## config.mk

```make
export PLATFORM = sky130hd
export DESIGN_NAME = microsecond_timer_time_of_day_flat
export DESIGN_NICKNAME = d
export VERILOG_FILES = /design/src/mstod_pkg.sv /design/src/mstod_if.sv /design/src/microsecond_timer_time_of_day.sv /design/src/flat_wrapper.sv
export SDC_FILE = /design/constraint.sdc
export NUM_CORES = 2
export LEC_CHECK = 0
export ABC_AREA = 0
export BUFFER_PORTS_ARGS = -buffer_cell sky130_fd_sc_hd__buf_2
export CAP_MARGIN = 10
export CELL_PAD_IN_SITES_DETAIL_PLACEMENT = 1
export CELL_PAD_IN_SITES_GLOBAL_PLACEMENT = 1
export CORE_MARGIN = 2
export CORE_UTILIZATION = 37
export DETAILED_ROUTE_END_ITERATION = 10
export PLACE_DENSITY_LB_ADDON = 0.1
export SLEW_MARGIN = 25
export SYNTH_ARGS = -nofsm -noshare
export SYNTH_HDL_FRONTEND = slang
export SYNTH_SLANG_ARGS = --single-unit
```

## constraint.sdc

```tcl
create_clock -name i_clk -period 39.3 [get_ports i_clk]
set_clock_uncertainty 0.1 [all_clocks]
set_input_delay 3.93 -clock i_clk [delete_from_list [all_inputs] [get_ports i_clk]]
set_output_delay 3.93 -clock i_clk [all_outputs]
set_load 0.02 [all_outputs]
```

## src/mstod_pkg.sv

```systemverilog
package mstod_pkg;

    // field widths
    localparam int SAMPLE_W  = 32;
    localparam int DAY_BITS  = 16;
    localparam int MICRO_W   = 20;
    localparam int MILLI_W   = 10;
    localparam int SEC_W     = 6;
    localparam int MIN_W     = 6;
    localparam int HOUR_W    = 5;
    localparam int DAY_OUT_W = 16;
    localparam int TH_W      = 21;
    localparam int TM_W      = 27;
    localparam int TS_W      = 33;

    // internal widths
    localparam int TOT_W    = 33;
    localparam int QS_W     = 13;
    localparam int SECSUM_W = 13;
    localparam int QM_W     = 7;
    localparam int Y_W      = 8;

    // time constants
    localparam int US_PER_S     = 1000000;
    localparam int US_PER_MS    = 1000;
    localparam int SEC_PER_MIN  = 60;
    localparam int MIN_PER_HOUR = 60;
    localparam int HOUR_PER_DAY = 24;

    // one timer wrap (2^32 us) is 1 h 11 min 34 s 967296 us
    localparam int WRAP_US_PART = 967296;
    localparam int WRAP_S_PART  = 34;
    localparam int WRAP_M_PART  = 11;
    localparam int WRAP_H_PART  = 1;

    // reciprocals for division by constants, exact over the operand ranges used
    localparam int RECIP_US_W     = 31;
    localparam logic [RECIP_US_W-1:0] RECIP_US = 31'd1125899907;
    localparam int RECIP_US_SHIFT = 50;
    localparam int RECIP_60_W     = 13;
    localparam logic [RECIP_60_W-1:0] RECIP_60 = 13'd4370;
    localparam int RECIP_60_SHIFT = 18;
    localparam int RECIP_MS_W     = 21;
    localparam logic [RECIP_MS_W-1:0] RECIP_MS = 21'd1073742;
    localparam int RECIP_MS_SHIFT = 30;

    localparam int STAGES = 10;

    typedef struct packed {
        logic [MICRO_W-1:0]  micro;
        logic [SEC_W-1:0]    second;
        logic [MIN_W-1:0]    minute;
        logic [HOUR_W-1:0]   hour;
        logic [DAY_BITS-1:0] day;
    } t_off;

    typedef struct packed {
        logic [MICRO_W-1:0]  micro;
        logic [MILLI_W-1:0]  milli;
        logic [SEC_W-1:0]    second;
        logic [MIN_W-1:0]    minute;
        logic [HOUR_W-1:0]   hour;
        logic [DAY_BITS-1:0] day;
    } t_tod;

    typedef logic [TOT_W-1:0] t_tot;

endpackage

```

## src/mstod_if.sv

```systemverilog
interface mstod_sample_if;
    import mstod_pkg::*;

    logic                valid;
    logic                ready;
    logic [SAMPLE_W-1:0] micro_sample;

    modport source (output valid, output micro_sample, input ready);
    modport sink (input valid, input micro_sample, output ready);
endinterface

interface mstod_result_if;
    import mstod_pkg::*;

    logic                 valid;
    logic                 ready;
    logic [MICRO_W-1:0]   micro_in_second;
    logic [MILLI_W-1:0]   milli_in_second;
    logic [SEC_W-1:0]     second_of_minute;
    logic [MIN_W-1:0]     minute_of_hour;
    logic [HOUR_W-1:0]    hour_of_day;
    logic [DAY_OUT_W-1:0] day_count;
    logic [TH_W-1:0]      total_hours;
    logic [TM_W-1:0]      total_minutes;
    logic [TS_W-1:0]      total_seconds;

    modport source (
        output valid, output micro_in_second, output milli_in_second,
        output second_of_minute, output minute_of_hour, output hour_of_day,
        output day_count, output total_hours, output total_minutes,
        output total_seconds, input ready
    );
    modport sink (
        input valid, input micro_in_second, input milli_in_second,
        input second_of_minute, input minute_of_hour, input hour_of_day,
        input day_count, input total_hours, input total_minutes,
        input total_seconds, output ready
    );
endinterface

```

## src/microsecond_timer_time_of_day.sv

```systemverilog
// Time of day from a free-running 32-bit microsecond timer. Each sample transfer
// yields one result transfer with the elapsed time split into microsecond,
// millisecond, second, minute, hour and day, plus running totals of hours,
// minutes and seconds. A sample smaller than the one before counts as one
// timer wrap and adds 2^32 us to the stored offset. One sample is taken every
// cycle while ready is high; a result is offered once its sample has passed the ten
// register stages of constant-reciprocal multiplies and carry steps, the first
// of which loads at the sample transfer itself. Ready drops only while the
// output register holds a result that has not been taken.
module microsecond_timer_time_of_day (
    input logic                 i_clk,
    input logic                 i_rst_n,
    mstod_sample_if.sink        i_sample,
    mstod_result_if.source      o_time
);
    import mstod_pkg::*;

    localparam int PUS_W = SAMPLE_W + RECIP_US_W;
    localparam int P60_W = SECSUM_W + RECIP_60_W;
    localparam int PMS_W = MICRO_W + RECIP_MS_W;

    function automatic t_off wrap_add(input t_off o);
        t_off               r;
        logic [MICRO_W:0]   u;
        logic [SEC_W:0]     s;
        logic [MIN_W:0]     m;
        logic [HOUR_W:0]    h;
        logic               cu;
        logic               cs;
        logic               cm;
        logic               ch;
        u  = {1'b0, o.micro} + (MICRO_W+1)'(WRAP_US_PART);
        cu = (u >= (MICRO_W+1)'(US_PER_S));
        r.micro = cu ? MICRO_W'(u - (MICRO_W+1)'(US_PER_S)) : u[MICRO_W-1:0];
        s  = {1'b0, o.second} + (SEC_W+1)'(WRAP_S_PART) + (SEC_W+1)'(cu);
        cs = (s >= (SEC_W+1)'(SEC_PER_MIN));
        r.second = cs ? SEC_W'(s - (SEC_W+1)'(SEC_PER_MIN)) : s[SEC_W-1:0];
        m  = {1'b0, o.minute} + (MIN_W+1)'(WRAP_M_PART) + (MIN_W+1)'(cs);
        cm = (m >= (MIN_W+1)'(MIN_PER_HOUR));
        r.minute = cm ? MIN_W'(m - (MIN_W+1)'(MIN_PER_HOUR)) : m[MIN_W-1:0];
        h  = {1'b0, o.hour} + (HOUR_W+1)'(WRAP_H_PART) + (HOUR_W+1)'(cm);
        ch = (h >= (HOUR_W+1)'(HOUR_PER_DAY));
        r.hour = ch ? HOUR_W'(h - (HOUR_W+1)'(HOUR_PER_DAY)) : h[HOUR_W-1:0];
        r.day  = o.day + DAY_BITS'(ch);
        return r;
    endfunction

    logic                  w_adv;
    logic                  w_accept;
    logic [STAGES-1:0]     r_vld;
    logic [SAMPLE_W-1:0]   r_last_sample;
    t_off                  r_off;
    t_off                  n_off;

    // stage registers
    logic [SAMPLE_W-1:0]   r1_sample;
    logic                  r1_wrap;
    logic [SAMPLE_W-1:0]   r2_sample;
    logic [QS_W-1:0]       r2_q;
    t_off                  r2_off;
    logic [MICRO_W-1:0]    r3_rem;
    logic [QS_W-1:0]       r3_q;
    t_off                  r3_off;
    logic [MICRO_W-1:0]    r4_micro;
    logic [SECSUM_W-1:0]   r4_secsum;
    t_off                  r4_off;
    logic [MICRO_W-1:0]    r5_micro;
    logic [SECSUM_W-1:0]   r5_secsum;
    logic [QM_W-1:0]       r5_qm;
    t_off                  r5_off;
    logic [MICRO_W-1:0]    r6_micro;
    logic [SEC_W-1:0]      r6_sec;
    logic [Y_W-1:0]        r6_y;
    t_off                  r6_off;
    t_tod                  r7_tod;
    t_tod                  r8_tod;
    t_tot                  r8_th;
    t_tod                  r9_tod;
    t_tot                  r9_th;
    t_tot                  r9_tm;
    t_tod                  r10_tod;
    t_tot                  r10_th;
    t_tot                  r10_tm;
    t_tot                  r10_ts;

    // combinational per stage
    logic [PUS_W-1:0]      prod_us;
    logic [SAMPLE_W-1:0]   rem_full;
    logic [MICRO_W:0]      usum;
    logic                  ucarry;
    logic [MICRO_W-1:0]    micro_norm;
    logic [P60_W-1:0]      prod_60;
    logic [SECSUM_W-1:0]   sec_full;
    logic [Y_W-1:0]        min_norm;
    logic [1:0]            qh;
    logic [HOUR_W-1:0]     hsum;
    logic                  dcarry;
    logic [PMS_W-1:0]      prod_ms;
    t_tod                  tod7;

    assign w_adv    = !r_vld[STAGES-1] || o_time.ready;
    assign w_accept = i_sample.valid && w_adv;
    assign i_sample.ready = w_adv;

    assign n_off = r1_wrap ? wrap_add(r_off) : r_off;

    always_ff @(posedge i_clk) begin
        if (!i_rst_n) begin
            r_vld         <= '0;
            r_last_sample <= '0;
            r_off         <= '0;
        end else begin
            if (w_adv) begin
                r_vld <= {r_vld[STAGES-2:0], i_sample.valid};
                if (r_vld[0]) begin
                    r_off <= n_off;
                end
            end
            if (w_accept) begin
                r_last_sample <= i_sample.micro_sample;
            end
        end
    end

    // stage 2: seconds in the sample by reciprocal multiply
    assign prod_us = PUS_W'(r1_sample) * PUS_W'(RECIP_US);

    // stage 3: microsecond remainder
    assign rem_full = r2_sample - SAMPLE_W'(r2_q) * SAMPLE_W'(US_PER_S);

    // stage 4: add offset microseconds, carry into seconds
    assign usum       = (MICRO_W+1)'(r3_off.micro) + (MICRO_W+1)'(r3_rem);
    assign ucarry     = (usum >= (MICRO_W+1)'(US_PER_S));
    assign micro_norm = ucarry ? MICRO_W'(usum - (MICRO_W+1)'(US_PER_S))
                               : usum[MICRO_W-1:0];

    // stage 5: whole minutes in the second sum
    assign prod_60 = P60_W'(r4_secsum) * P60_W'(RECIP_60);

    // stage 6: second of minute
    assign sec_full = r5_secsum - SECSUM_W'(r5_qm) * SECSUM_W'(SEC_PER_MIN);

    // stage 7: minute and hour carries, milliseconds
    always_comb begin
        if (r6_y >= Y_W'(2 * MIN_PER_HOUR)) begin
            qh       = 2'd2;
            min_norm = r6_y - Y_W'(2 * MIN_PER_HOUR);
        end else if (r6_y >= Y_W'(MIN_PER_HOUR)) begin
            qh       = 2'd1;
            min_norm = r6_y - Y_W'(MIN_PER_HOUR);
        end else begin
            qh       = 2'd0;
            min_norm = r6_y;
        end
        hsum   = r6_off.hour + HOUR_W'(qh);
        dcarry = (hsum >= HOUR_W'(HOUR_PER_DAY));
        prod_ms = PMS_W'(r6_micro) * PMS_W'(RECIP_MS);
        tod7.micro  = r6_micro;
        tod7.milli  = prod_ms[RECIP_MS_SHIFT +: MILLI_W];
        tod7.second = r6_sec;
        tod7.minute = min_norm[MIN_W-1:0];
        tod7.hour   = dcarry ? HOUR_W'(hsum - HOUR_W'(HOUR_PER_DAY)) : hsum;
        tod7.day    = r6_off.day + DAY_BITS'(dcarry);
    end

    always_ff @(posedge i_clk) begin
        if (w_adv) begin
            r1_sample <= i_sample.micro_sample;
            r1_wrap   <= (i_sample.micro_sample < r_last_sample);

            r2_sample <= r1_sample;
            r2_q      <= prod_us[RECIP_US_SHIFT +: QS_W];
            r2_off    <= n_off;

            r3_rem    <= rem_full[MICRO_W-1:0];
            r3_q      <= r2_q;
            r3_off    <= r2_off;

            r4_micro  <= micro_norm;
            r4_secsum <= SECSUM_W'(r3_q) + SECSUM_W'(ucarry) + SECSUM_W'(r3_off.second);
            r4_off    <= r3_off;

            r5_micro  <= r4_micro;
            r5_secsum <= r4_secsum;
            r5_qm     <= prod_60[RECIP_60_SHIFT +: QM_W];
            r5_off    <= r4_off;

            r6_micro  <= r5_micro;
            r6_sec    <= sec_full[SEC_W-1:0];
            r6_y      <= Y_W'(r5_qm) + Y_W'(r5_off.minute);
            r6_off    <= r5_off;

            r7_tod    <= tod7;

            r8_tod    <= r7_tod;
            r8_th     <= t_tot'(r7_tod.day) * t_tot'(HOUR_PER_DAY) + t_tot'(r7_tod.hour);

            r9_tod    <= r8_tod;
            r9_th     <= r8_th;
            r9_tm     <= r8_th * t_tot'(MIN_PER_HOUR) + t_tot'(r8_tod.minute);

            r10_tod   <= r9_tod;
            r10_th    <= r9_th;
            r10_tm    <= r9_tm;
            r10_ts    <= r9_tm * t_tot'(SEC_PER_MIN) + t_tot'(r9_tod.second);
        end
    end

    assign o_time.valid            = r_vld[STAGES-1];
    assign o_time.micro_in_second  = r10_tod.micro;
    assign o_time.milli_in_second  = r10_tod.milli;
    assign o_time.second_of_minute = r10_tod.second;
    assign o_time.minute_of_hour   = r10_tod.minute;
    assign o_time.hour_of_day      = r10_tod.hour;
    assign o_time.day_count        = DAY_OUT_W'(r10_tod.day);
    assign o_time.total_hours      = r10_th[TH_W-1:0];
    assign o_time.total_minutes    = r10_tm[TM_W-1:0];
    assign o_time.total_seconds    = r10_ts[TS_W-1:0];

endmodule

```

## src/flat_wrapper.sv

```systemverilog
// flat-port wrapper written by rule: the top's interface ports become plain ports
module microsecond_timer_time_of_day_flat import mstod_pkg::*;
  (i_clk, i_rst_n, i_sample_valid, i_sample_micro_sample, i_sample_ready, o_time_valid, o_time_micro_in_second, o_time_milli_in_second, o_time_second_of_minute, o_time_minute_of_hour, o_time_hour_of_day, o_time_day_count, o_time_total_hours, o_time_total_minutes, o_time_total_seconds, o_time_ready);
  mstod_sample_if i_sample_i ();
  mstod_result_if o_time_i ();
  input logic i_clk;
  input logic i_rst_n;
  input wire logic [$bits(i_sample_i.valid)-1:0] i_sample_valid;
  input wire logic [$bits(i_sample_i.micro_sample)-1:0] i_sample_micro_sample;
  output wire logic [$bits(i_sample_i.ready)-1:0] i_sample_ready;
  output wire logic [$bits(o_time_i.valid)-1:0] o_time_valid;
  output wire logic [$bits(o_time_i.micro_in_second)-1:0] o_time_micro_in_second;
  output wire logic [$bits(o_time_i.milli_in_second)-1:0] o_time_milli_in_second;
  output wire logic [$bits(o_time_i.second_of_minute)-1:0] o_time_second_of_minute;
  output wire logic [$bits(o_time_i.minute_of_hour)-1:0] o_time_minute_of_hour;
  output wire logic [$bits(o_time_i.hour_of_day)-1:0] o_time_hour_of_day;
  output wire logic [$bits(o_time_i.day_count)-1:0] o_time_day_count;
  output wire logic [$bits(o_time_i.total_hours)-1:0] o_time_total_hours;
  output wire logic [$bits(o_time_i.total_minutes)-1:0] o_time_total_minutes;
  output wire logic [$bits(o_time_i.total_seconds)-1:0] o_time_total_seconds;
  input wire logic [$bits(o_time_i.ready)-1:0] o_time_ready;
  assign i_sample_i.valid = i_sample_valid;
  assign i_sample_i.micro_sample = i_sample_micro_sample;
  assign i_sample_ready = i_sample_i.ready;
  assign o_time_valid = o_time_i.valid;
  assign o_time_micro_in_second = o_time_i.micro_in_second;
  assign o_time_milli_in_second = o_time_i.milli_in_second;
  assign o_time_second_of_minute = o_time_i.second_of_minute;
  assign o_time_minute_of_hour = o_time_i.minute_of_hour;
  assign o_time_hour_of_day = o_time_i.hour_of_day;
  assign o_time_day_count = o_time_i.day_count;
  assign o_time_total_hours = o_time_i.total_hours;
  assign o_time_total_minutes = o_time_i.total_minutes;
  assign o_time_total_seconds = o_time_i.total_seconds;
  assign o_time_i.ready = o_time_ready;
  microsecond_timer_time_of_day u_core (.i_clk(i_clk), .i_rst_n(i_rst_n), .i_sample(i_sample_i), .o_time(o_time_i));
endmodule
```

Word-level counts from Yosys, hierarchy flattened
Cells that the tools add are included.
W data, S select, Z words.
- flip-flop bits (word level): 884
- latch bits: 0
- RAM bits: 0
- bits in read-only memories: 0
- input bits: 36
- output and inout bits: 146
- word-level logic and storage cells: 128
- memories kept: 0
- add/sub/neg operators: 27
- multipliers: 8
- divide/modulo/power cells: 0
- magnitude comparators: 9
- eq/ne operators: 0
- shift-type cells: 0
- multiplexer cells: 11
- bitwise gates (word level): 0
- reduce and logical (&&, ||, !) cells: 4
- operators by type and width (operator ; number):
    $add A33 B6 Y33 ; 2
    $mul A32 B31 Y63 const B ; 1
    $mux W53 ; 1
    $ge A21 B20 Y1 const B ; 2
    $mux W20 ; 2
    $sub A20 B20 Y20 const B ; 2
    $mul A20 B20 Y39 const B ; 1
    $mul A33 B4 Y31 const B ; 1
    $add A16 B1 Y16 ; 2
    $lt A32 B32 Y1 ; 1
    $mul A22 B4 Y26 const B ; 1
    $mul A13 B12 Y24 const B ; 1
    $mux W6 ; 4
    $sub A6 B6 Y6 const B ; 4
    $add A21 B5 Y22 ; 1
    $add A20 B20 Y21 ; 1
    $add A20 B20 Y21 const B ; 1
    $sub A20 B20 Y20 ; 1
    $mul A16 B2 Y18 const B ; 1
    $add A7 B1 Y7 ; 2
    $ge A7 B6 Y1 const B ; 2
    $mul A13 B14 Y14 const B ; 1
    $add A13 B1 Y13 ; 1
    $add A13 B6 Y13 ; 1
    other kinds (20) ; 22

Longest topological paths before layout
- depth after elaboration: 10
- depth in mapped cells: 42
- gate-level depth less buffers: 39

Least setup slack after synthesis
OpenSTA, ideal clock, no wires.
- path type: input -> output
- start point: input o_time_ready
- end point: output i_sample_ready
- arrival: 24826 ps
- path slack: 10444 ps
- cell stages on the path: 3
- path through: nor2b_1 > inv_1 > clkbuf_1
- longest elaborated chain between the ends: 1
- ends and longest elaborated chain (item ; line ; source):
    from (decl) ; flat_wrapper.sv:21 ; input wire logic [$bits(o_time_i.ready)-1:0] o_time_ready;
    $logic_or A1 B1 Y1 ; microsecond_timer_time_of_day.sv:101 ; assign w_adv = !r_vld[STAGES-1] || o_time.ready;
    to (decl) ; flat_wrapper.sv:10 ; output wire logic [$bits(i_sample_i.ready)-1:0] i_sample_ready;
No other way between the ends.

Worst setup path after layout
- start point: register u_core.r_off[40] (netlist name)
- end point: register u_core.r_off[14] (netlist name)
- longest elaborated chain between the ends: 10
- ends and longest elaborated chain (item ; line ; source):
    from (decl) ; microsecond_timer_time_of_day.sv:52 ; t_off r_off;
    from (signal assigned) ; microsecond_timer_time_of_day.sv:116 ; r_off <= n_off;
    $add A20 B20 Y21 ; microsecond_timer_time_of_day.sv:32 ; u = {1'b0, o.micro} + (MICRO_W+1)'(WRAP_US_PART);
    $ge A21 B20 Y1 ; microsecond_timer_time_of_day.sv:33 ; cu = (u >= (MICRO_W+1)'(US_PER_S));
    $add A7 B1 Y7 ; microsecond_timer_time_of_day.sv:35 ; s = {1'b0, o.second} + (SEC_W+1)'(WRAP_S_PART) + (SEC_W+1)'(cu);
    $ge A7 B6 Y1 ; microsecond_timer_time_of_day.sv:36 ; cs = (s >= (SEC_W+1)'(SEC_PER_MIN));
    $add A7 B1 Y7 ; microsecond_timer_time_of_day.sv:38 ; m = {1'b0, o.minute} + (MIN_W+1)'(WRAP_M_PART) + (MIN_W+1)'(cs);
    $ge A7 B6 Y1 ; microsecond_timer_time_of_day.sv:39 ; cm = (m >= (MIN_W+1)'(MIN_PER_HOUR));
    $add A6 B1 Y6 ; microsecond_timer_time_of_day.sv:41 ; h = {1'b0, o.hour} + (HOUR_W+1)'(WRAP_H_PART) + (HOUR_W+1)'(cm);
    $ge A6 B5 Y1 ; microsecond_timer_time_of_day.sv:42 ; ch = (h >= (HOUR_W+1)'(HOUR_PER_DAY));
    $add A16 B1 Y16 ; microsecond_timer_time_of_day.sv:44 ; r.day = o.day + DAY_BITS'(ch);
    $mux W53 ; microsecond_timer_time_of_day.sv:105 ; assign n_off = r1_wrap ? wrap_add(r_off) : r_off;
No other way between the ends.
A chain may end at the register's enable or synchronous reset.

==> impl_metrics.toml <==
[grt]
grt_pass1_vias = 39551
grtUsageTotal = 0.169
grt_pass1_wl_mm = 224
grt_overflow = 0
antenna_found_initial = 3
grt_start_max_net_pins = 179

[sta]
relSlewSlack = 0.287
tightest_slew_ps = 1070
maxSlewViolCount = 0
period_needed_ps = 9550
setup_tns_ps = 0
setup_viol = 0
hold_viol = 0
fmaxAchievable_mhz = 105
fin_crit_sh = 0.243
rsz0062_at_grt = "no"

[detailed_routing]
ant_nets = 0
top_layer = "met4"
drc = 0
drt-total-wl_mm = 138
met2_length_mm = 65.7
wl_per_cell_um = 18.4
wl_met1_mm = 65.5
num_vias = 36107
drtIter0Drc = 1404
dr.pass1.iters = 5
wl_met3_mm = 3.74
via_per_inst = 4.80

[synthesis]
synth-edff-count = 758
ys_async_sr_fraction = 0
yosysWarnings = 0
synth_nets = 6446
synth-main-ff-cell = "edfxtp_1"
synth_area_leaders = "edfxtp_1 37%, fa_1 20%, ha_1 16%, inv_1 5.7%, xnor2_1 3.0%"
synth_top_area_frac = 0.369
synthesis.area_mm2 = 0.0617
ys_seq_elements = 847
seq_area_frac_synth = 0.398
syn_inst = 5009
synthTopCellsByCount = "931 x inv_1, 798 x ha_1, 758 x edfxtp_1"
synth_most_common_cell = "inv_1"
yosysTopAreaCell = "edfxtp_1"
syn_avg_cell_area_um2 = 12.3
yosysUniqueCellTypes = 99

[critical_path]
required_ps = 39800
worstSetupPathType = "reg -> reg"
slowest_delay_ps = 790
r2r-end = "u_core.r_off[14]$_SDFFE_PN0P_"
cp.arrival_ps = 10050
cpLargestDelayFamily = "simple AND/OR/NAND/NOR gates"
end_kind = "flop"
slowest_stage = "o311ai_4"
cp.buffers_inverters = 2
critPathMostFrequentCell = "ha_1"
regToRegStartpoint = "u_core.r_off[40]$_SDFFE_PN0P_"
startpoint_type = "flop"
r2r_setup_slack_ps = 29750
r2r_cells = 37
cp_max_fo = 19

[die]
num_rows = 149
start_util = 0.373
core_area_mm2 = 0.165
die_w_um = 412
ios = 182
fp.dieH_um = 412
dieArea_mm2 = 0.170

[clocking]
cts_resized = 0
insertion_delay_ps = 730
hold_buffers = 0
htree_levels = 3
cts.sinks = 847
postCtsSetupBuffers = 0
path_clk_slew_ps = 60
cts_buffer_depth = 3
cts_tree = "built"
cts_root_buffer = "clkbuf_16"
cts_buffers = 99

[placed_design]
gp_congestion = 0.822
portBuffers = 181
hpwl_mm = 109
dp.cells = 7342

[hold_path]
hold_class = "reg -> reg"
min_path_cells = 0
hp-start = "u_core.r2_off[31]$_DFFE_PN_"
min_to = "u_core.r3_off[31]$_DFFE_PN_"

[final_layout]
syn_to_final_growth_pct = 11.3
num-fill-cells = 17405
final_nets = 6693
drive_gt1_frac = 0.0772
fin_cells = 7528
utilization = 0.415

[outcome]
status = "complete, no violations"

[job]
drv_cap = 0
[per-layer routing]
metal,track usage,vias up
met2,0.283,357
met4,0.0445,0
li1,-,17556
met1,0.232,18038
met5,0,-
met3,0.0218,156
[logic make-up after synthesis]
family / after synthesis / share of synthesized area
DFF: 847 / 0.398
adders and majority gates: 1401 / 0.357
buffers and inverters: 997 / 0.0615
and+or+nand+nor: 770 / 0.0620
xor gates and xnor gates: 297 / 0.0422
AOI/OAI and AO/OA: 682 / 0.0767
muxes: 15 / 0.00255
[per-stage QoR]
stage                     hold WS (ps)  area, µm²  setup WS (ps)
final                              294      68700          29750
after global routing               317      68700          28640
after CTS                          292      68600          29650
after detailed placement           305      65300          29750
after global placement             300      65300          30110
after floorplan                    300      61700          10440
[registers in the layout, indices dropped and copies added (netlist names), 21 cells and up]
register,cells
u_core.o_time.total_seconds,33
u_core.r10_th,21
u_core.r10_tm,27
u_core.r1_sample,32
u_core.r2_off,47
u_core.r3_off,47
u_core.r4_off,27
u_core.r5_off,27
u_core.r6_off,21
u_core.r7_tod,63
u_core.r8_th,22
u_core.r8_tod,60
u_core.r9_th,21
u_core.r9_tm,27
u_core.r9_tod,60
u_core.r_last_sample,32
u_core.r_off,47
[worst max-delay path by stage]
| stage | from | depth (start not counted) | to |
|---|---|---|---|
| finish | u_core.r_off[40]$_SDFFE_PN0P_ | 37 | u_core.r_off[14]$_SDFFE_PN0P_ |
| global route | u_core.r_off[40]$_SDFFE_PN0P_ | 36 | u_core.r_off[14]$_SDFFE_PN0P_ |
| CTS | u_core.r_off[40]$_SDFFE_PN0P_ | 37 | u_core.r_off[14]$_SDFFE_PN0P_ |
| detailed placement | u_core.r_off[40]$_SDFFE_PN0P_ | 37 | u_core.r_off[14]$_SDFFE_PN0P_ |
| global placement | o_time_ready | 5 | i_sample_ready |
| floorplan | o_time_ready | 3 | i_sample_ready |
[layout by cell type, fill, tap and decap left out, drive strengths merged, types with 12 or more instances in the layout]
master and count:
inv 939, clkbuf 122, nand3 62, a21boi 64
o211ai 21, nand2b 27, and3 23, o21ai 107
nand2 261, nor2 143, and2 41, a211oi 30
ha 798, nor2b 43, a21oi 158, a21o 102
a31oi 16, xor2 88, edfxtp 758, dfxtp 89
o21bai 19, buf 212, o31ai 17, clkinv 35
nor3b 12, o21a 34, or3 16, nand4 40
nor3 49, xnor2 209, fa 603
[area by class of cell]
type                            instances  area, µm²  area share
Inverter                              931       3500      0.0510
Sequential cell                       847      24500       0.357
Timing Repair Buffer                  212       1200      0.0175
Multi-Input combinational cell       3165      33400       0.486
Clock buffer                          122       2610      0.0379
Tap cell                             2189       2740      0.0399
Antenna cell                            1       2.50   0.0000364
Clock inverter                         61        681     0.00991
Power is left out: the tool's default activity adds up to more than one toggle a clock period on the data nets, which glitch-free logic cannot reach.
